==> config.mk <==
export PLATFORM = sky130hd
export DESIGN_NAME = csv_column_type_inference
export DESIGN_NICKNAME = d
export VERILOG_FILES = /design/src/csvti_pkg.sv /design/src/csvti_in_stage.sv /design/src/csvti_step.sv /design/src/csv_column_type_inference.sv
export SDC_FILE = /design/constraint.sdc
export NUM_CORES = 1
export LEC_CHECK = 0
export ABC_CLOCK_PERIOD_IN_PS = 2400
export BUFFER_PORTS_ARGS = -buffer_cell sky130_fd_sc_hd__buf_2
export CAP_MARGIN = 20
export CELL_PAD_IN_SITES_DETAIL_PLACEMENT = 1
export CELL_PAD_IN_SITES_GLOBAL_PLACEMENT = 1
export CORE_MARGIN = 2
export CORE_UTILIZATION = 25
export CTS_CLUSTER_DIAMETER = 120
export CTS_CLUSTER_SIZE = 14
export DETAILED_ROUTE_END_ITERATION = 16
export GPL_ROUTABILITY_DRIVEN = 1
export HOLD_SLACK_MARGIN = 0.06
export PLACE_DENSITY_LB_ADDON = 0.1
export SLEW_MARGIN = 10
export SYNTH_ARGS = -nofsm -noshare
export SYNTH_HDL_FRONTEND = slang
export SYNTH_HIERARCHICAL = 1
export SYNTH_SLANG_ARGS = --single-unit
==> constraint.sdc <==
create_clock -name i_clk -period 2.4 [get_ports i_clk]
set_input_delay 0.48 -clock i_clk [delete_from_list [all_inputs] [get_ports i_clk]]
set_output_delay 0.48 -clock i_clk [all_outputs]
set_load 0.05 [all_outputs]
==> src/csvti_pkg.sv <==
`timescale 1ns / 1ps

package csvti_pkg;

    // Column and field type codes.
    localparam logic [1:0] TYPE_INT   = 2'd0;
    localparam logic [1:0] TYPE_FLOAT = 2'd1;
    localparam logic [1:0] TYPE_STR   = 2'd2;

    // Input item kinds.
    localparam logic [1:0] KIND_CHAR  = 2'd0;
    localparam logic [1:0] KIND_EMPTY = 2'd1;
    localparam logic [1:0] KIND_NEWCOL = 2'd2;

    // Characters of the number syntax.
    localparam logic [7:0] CH_ZERO  = 8'h30;
    localparam logic [7:0] CH_NINE  = 8'h39;
    localparam logic [7:0] CH_MINUS = 8'h2D;
    localparam logic [7:0] CH_PLUS  = 8'h2B;
    localparam logic [7:0] CH_DOT   = 8'h2E;
    localparam logic [7:0] CH_EXP_LO = 8'h65;
    localparam logic [7:0] CH_EXP_UP = 8'h45;

    typedef struct packed {
        logic [1:0] col_kind;
        logic [1:0] field_kind;
        logic       seen_dot;
        logic       seen_exp;
        logic       seen_digit;
        logic       digit_after_exp;
        logic       prev_was_exp;
        logic       at_field_start;
        logic       field_rejected;
    } t_scan_state;

    typedef struct packed {
        logic [1:0] kind;
        logic [7:0] ch;
        logic       last;
    } t_char_item;

    localparam t_scan_state STATE_RESET = '{
        col_kind:        TYPE_INT,
        field_kind:      TYPE_INT,
        seen_dot:        1'b0,
        seen_exp:        1'b0,
        seen_digit:      1'b0,
        digit_after_exp: 1'b0,
        prev_was_exp:    1'b0,
        at_field_start:  1'b1,
        field_rejected:  1'b0
    };

    // Clears the per-field flags and keeps the column type.
    function automatic t_scan_state clear_field(input t_scan_state s);
        t_scan_state r;
        r = STATE_RESET;
        r.col_kind = s.col_kind;
        return r;
    endfunction

endpackage

==> src/csvti_in_stage.sv <==
`timescale 1ns / 1ps

module csvti_in_stage
    import csvti_pkg::*;
(
    input  logic       i_clk,
    input  logic       i_rst_n,
    input  logic       i_valid,
    output logic       o_stall,
    input  t_char_item i_item,
    input  logic       i_advance,
    output logic       o_item_valid,
    output t_char_item o_item
);

    logic       r_valid;
    logic       n_valid;
    t_char_item r_item;
    logic       w_load;

    // The register holds while its item cannot move on to the scan stage.
    assign o_stall = r_valid && !i_advance;
    assign w_load  = i_valid && !o_stall;

    always_comb begin
        n_valid = r_valid;
        if (w_load) begin
            n_valid = 1'b1;
        end else if (i_advance) begin
            n_valid = 1'b0;
        end
    end

    always_ff @(posedge i_clk) begin
        if (!i_rst_n) begin
            r_valid <= 1'b0;
        end else begin
            r_valid <= n_valid;
        end
    end

    always_ff @(posedge i_clk) begin
        if (w_load) begin
            r_item <= i_item;
        end
    end

    assign o_item_valid = r_valid;
    assign o_item       = r_item;

endmodule

==> src/csvti_step.sv <==
`timescale 1ns / 1ps

module csvti_step
    import csvti_pkg::*;
(
    input  t_scan_state i_state,
    input  t_char_item  i_item,
    output t_scan_state o_state,
    output logic        o_emit,
    output logic [1:0]  o_type
);

    t_scan_state s;
    logic        w_first;
    logic        w_after_exp;
    logic        w_is_float;
    logic        w_reject;
    logic        w_is_digit;

    assign w_is_digit = (i_item.ch >= CH_ZERO) && (i_item.ch <= CH_NINE);

    always_comb begin
        s           = i_state;
        o_emit      = 1'b0;
        w_first     = 1'b0;
        w_after_exp = 1'b0;
        w_is_float  = 1'b0;
        w_reject    = 1'b0;
        unique case (i_item.kind)
            KIND_NEWCOL: begin
                s          = STATE_RESET;
            end
            KIND_EMPTY: begin
                s          = STATE_RESET;
                s.col_kind = TYPE_STR;
                o_emit     = 1'b1;
            end
            KIND_CHAR: begin
                if (s.at_field_start) begin
                    s            = clear_field(s);
                    s.field_kind = s.col_kind;
                end
                if (s.col_kind != TYPE_STR && !s.field_rejected) begin
                    w_first        = s.at_field_start;
                    w_after_exp    = s.prev_was_exp;
                    w_is_float     = (s.field_kind == TYPE_FLOAT);
                    s.prev_was_exp = 1'b0;
                    if (w_is_digit) begin
                        s.seen_digit = 1'b1;
                        if (s.seen_exp) begin
                            s.digit_after_exp = 1'b1;
                        end
                    end else if (i_item.ch == CH_MINUS) begin
                        w_reject = !(w_first || (w_is_float && w_after_exp));
                    end else if (i_item.ch == CH_PLUS) begin
                        w_reject = !(w_is_float && (w_first || w_after_exp));
                    end else if (i_item.ch == CH_DOT) begin
                        if (s.seen_dot || s.seen_exp) begin
                            w_reject = 1'b1;
                        end else begin
                            s.seen_dot   = 1'b1;
                            s.field_kind = TYPE_FLOAT;
                        end
                    end else if (i_item.ch == CH_EXP_LO || i_item.ch == CH_EXP_UP) begin
                        if (s.seen_exp || !s.seen_digit) begin
                            w_reject = 1'b1;
                        end else begin
                            s.seen_exp     = 1'b1;
                            s.field_kind   = TYPE_FLOAT;
                            s.prev_was_exp = 1'b1;
                        end
                    end else begin
                        w_reject = 1'b1;
                    end
                    if (w_reject) begin
                        s.field_rejected = 1'b1;
                        s.col_kind       = TYPE_STR;
                    end
                end
                s.at_field_start = 1'b0;
                if (i_item.last) begin
                    // A field without digits, or with an empty exponent, is text.
                    if (s.col_kind != TYPE_STR && !s.field_rejected) begin
                        if (!s.seen_digit || (s.seen_exp && !s.digit_after_exp)) begin
                            s.col_kind = TYPE_STR;
                        end else begin
                            s.col_kind = s.field_kind;
                        end
                    end
                    s      = clear_field(s);
                    o_emit = 1'b1;
                end
            end
            default: begin
                s = i_state;
            end
        endcase
    end

    assign o_state = s;
    assign o_type  = s.col_kind;

endmodule

==> src/csv_column_type_inference.sv <==
`timescale 1ns / 1ps
// A result is on o_column_type once the last character of its field has passed the input
// register, then the scan logic into the result register.
// Throughput: one character per cycle; the result register frees itself when
// its transfer completes, so the stream only stops while a result is stalled.
// Reset (synchronous, active low) sets the column type to integer at field start.
module csv_column_type_inference
    import csvti_pkg::*;
(
    input  logic       i_clk,
    input  logic       i_rst_n,
    input  logic       i_valid,
    output logic       o_stall,
    input  logic [1:0] i_kind,
    input  logic [7:0] i_ch,
    input  logic       i_last,
    output logic       o_valid,
    input  logic       i_stall,
    output logic [1:0] o_column_type
);

    t_char_item  w_in_item;
    t_char_item  w_item;
    logic        w_item_valid;
    logic        w_advance;
    t_scan_state r_state;
    t_scan_state w_next_state;
    logic        w_emit;
    logic [1:0]  w_type;
    logic        r_out_valid;
    logic [1:0]  r_out_type;

    assign w_in_item = '{kind: i_kind, ch: i_ch, last: i_last};

    // The scan stage moves whenever the result register is free or being emptied.
    assign w_advance = !r_out_valid || !i_stall;

    csvti_in_stage u_in_stage (
        .i_clk        (i_clk),
        .i_rst_n      (i_rst_n),
        .i_valid      (i_valid),
        .o_stall      (o_stall),
        .i_item       (w_in_item),
        .i_advance    (w_advance),
        .o_item_valid (w_item_valid),
        .o_item       (w_item)
    );

    csvti_step u_step (
        .i_state (r_state),
        .i_item  (w_item),
        .o_state (w_next_state),
        .o_emit  (w_emit),
        .o_type  (w_type)
    );

    always_ff @(posedge i_clk) begin
        if (!i_rst_n) begin
            r_state     <= STATE_RESET;
            r_out_valid <= 1'b0;
        end else if (w_advance) begin
            r_out_valid <= w_item_valid && w_emit;
            if (w_item_valid) begin
                r_state <= w_next_state;
            end
        end
    end

    always_ff @(posedge i_clk) begin
        if (w_advance && w_item_valid && w_emit) begin
            r_out_type <= w_type;
        end
    end

    assign o_valid       = r_out_valid;
    assign o_column_type = r_out_type;

endmodule
==> flow_summary.ini <==
[status]
status = completed

[cells_and_area]
antenna_cells = 0
final_layout_size_suffix_gt1_frac = 0.201
fillers = 701
layout_common_cells = nand2_1, buf_2, edfxtp_1, dfxtp_1, mux2i_1
final_common_cell = nand2_1
multiInputGateArea_um2 = 820
seqCellArea_um2 = 651
fin_util = 0.297
nNetsFinal = 195
area_growth_pct = 14.6

[setup_path]
regToRegSetupSlack_ns = 0.26
cp.required_ns = 2.62
cp_slowest_cell = edfxtp_1
cp_cell_sequence = nor3b_1 > nand4_1 > a211oi_4 > o211ai_2 > o221ai_2 > nand2_1 > mux2i_1
cp_slowest_stage_delay_ns = 0.49
worst_setup_path_start_kind = register
worst-path-buf-inv = 0
endpoint_kind = register
critPathTopFamily = compound AO/OA/AOI/OAI gates
critPathMaxFanout = 7
path_class = register to register
arrival_ns = 2.37

[place]
port_buffers = 18
dp_hpwl_mm = 3.09
place_congestion = 0.710

[timing]
finalClockSkew_ns = 0.00215
setup_violations = 0
slew_viol_final = 0
hold_viol = 0
worst_pin_slew_ns = 0.398
fin_crit_sh = 0.892
clock.fmax_mhz = 467
period_minus_slack_ns = 2.14
rsz0062_at_grt = false
tns_ns = 0
maxSlewHeadroom = 0.731

[clocking]
path_clk_slew_ns = 0.10
cts_sinks = 26
cts.repair.resized = 0
clk_path_buf_depth = 2
postCtsSetupRepairBufs = 0
worstSkewPairLatency_ns = 0.28
cts-root-buf = clkbuf_8
cts_made_buffers = 3
tritoncts = done
cts_hold_buf = 0
cts_max_level = 1

[synth]
synth.largest_area_cell = edfxtp_1
syn_avg_cell_area_um2 = 9.53
syn-instance-count = 161
ys_ff_latch = 26
yosysSeqAreaShare = 0.424
synth_area_um2 = 1530
ys.flop_type = edfxtp_1
synth.area.top_cells = edfxtp_1, dfxtp_1, nand2_1, mux2i_1, nor2b_1
ys_types = 51
synth_nets = 176
ys_warn_count = 6
synth_top_area_frac = 0.254
synth-async-reset-ratio = 0
synth_edf_count = 13

[global_route]
grtUsageMet1 = 0.173
grt.met3_usage = 0.0228
grt_pass1_wl_mm = 6.90
grt_max_degree = 25
antenna_found_initial = 0
grt_remaining_overflow = 0
busiest_layer = met2
gr-usage-met2 = 0.227
grt_pass1_vias = 1379
grt_use_total = 0.136

[route]
drtAntennaViolNets = 0
wl_per_cell_um = 15.7
totalWireLength_mm = 3.99
drtIter0Drc = 86
drc = 0
via_per_inst = 5.10
via_count = 1295
drt-pass1-iter-count = 4

[die]
die_height_um = 82.3
die_area_um2 = 6780
core.rowCount = 28
die_w_um = 82.3
pin_count = 19
start_util = 0.259
coreArea_um2 = 5920

[power]
p_per_area_nw_per_um2 = 507
p_leak_nw = 0.615
ir_drop_uv = 242
total_power_uw = 892

[job]
drv_cap = 0

[hold_path]
hold_class = primary input to register
[kinds of logic after synthesis]
| kind of cell | after synthesis | synth area share |
|---|---|---|
| flip-flops | 26 | 0.424 |
| multiplexers | 12 | 0.0791 |
| buffers and inverters | 12 | 0.0416 |
| AND/OR/NAND/NOR | 73 | 0.259 |
| AO/OA/AOI/OAI | 38 | 0.197 |
[Yosys cell counts (2+ instances only)]
| library cell | instances |
|---|---|
| nand2b_1 | 3 |
| nor4bb_1 | 2 |
| o21a_1 | 2 |
| mux2i_1 | 11 |
| a21oi_1 | 5 |
| o21ai_0 | 5 |
| inv_1 | 2 |
| nor3_1 | 4 |
| o21ai_1 | 4 |
| nor2_1 | 6 |
| nand4_1 | 3 |
| clkbuf_1 | 3 |
| dfxtp_1 | 13 |
| buf_4 | 2 |
| o211ai_1 | 3 |
| nor3b_1 | 3 |
| nand2_1 | 33 |
| nand3_1 | 5 |
| buf_2 | 3 |
| nor2b_1 | 5 |
| a32o_1 | 2 |
| edfxtp_1 | 13 |
[metrics by stage]
step	setup slack (ns)	hold slack [ns]	cell area, um2	std cells
after floorplan	0.408	0.434	1530	161
final	0.259	0.362	1760	254
after CTS	0.275	0.352	1760	254
after detailed placement	0.306	0.478	1700	250
after global routing	0.0427	0.345	1760	254
after global placement	0.323	0.465	1700	250
[final timing paths]
check | start | to | cells after the start
worst max register to register | u_in_stage/o_item[5] | r_state[9] | 7
worst min-delay path | i_kind[0] | u_in_stage/o_item[9] | 1
worst min register to register | r_state[4] | r_state[4] | 2
worst max-delay path | u_in_stage/o_item[5] | r_state[9] | 7
[sequential cells by signal, indices dropped and copies added, names as in the netlist]
| name | count |
|---|---|
| o_column_type | 2 |
| o_valid | 1 |
| r_state | 11 |
| u_in_stage/o_item | 11 |
| u_in_stage/o_item_valid | 1 |
[layer usage]
metal / routed length (um) / up-vias / share of wire
li1: - / 633 / -
met1: 1880 / 636 / 0.47
met2: 1930 / 19 / 0.48
met3: 98 / 7 / 0.025
met4: 84 / 0 / 0.021
met5: 0 / - / 0
[where the power goes]
part / internal, mW / switching, mW / leakage, nW
registers: 0.482 / 0.0199 / 0.233
clock network: 0.148 / 0.156 / 0.0288
logic: 0.0383 / 0.0480 / 0.353
total: 0.668 / 0.224 / 0.615
[final cells by class]
| cell class | count | share of cell area |
|---|---|---|
| clock buffer | 4 | 0.0313 |
| inverter | 3 | 0.00641 |
| sequential | 26 | 0.370 |
| multi-input combinational | 123 | 0.466 |
| timing repair buffer | 23 | 0.0726 |
| tap | 75 | 0.0534 |
[worst reg2reg max path: stages, from the launching register on]
cell and delay (ns):
edfxtp_1 0.49, nor3b_1 0.36, nand4_1 0.28, a211oi_4 0.42, o211ai_2 0.13, o221ai_2 0.20, nand2_1 0.08, mux2i_1 0.13
No activity file was read; power rests on OpenSTA's default activity.
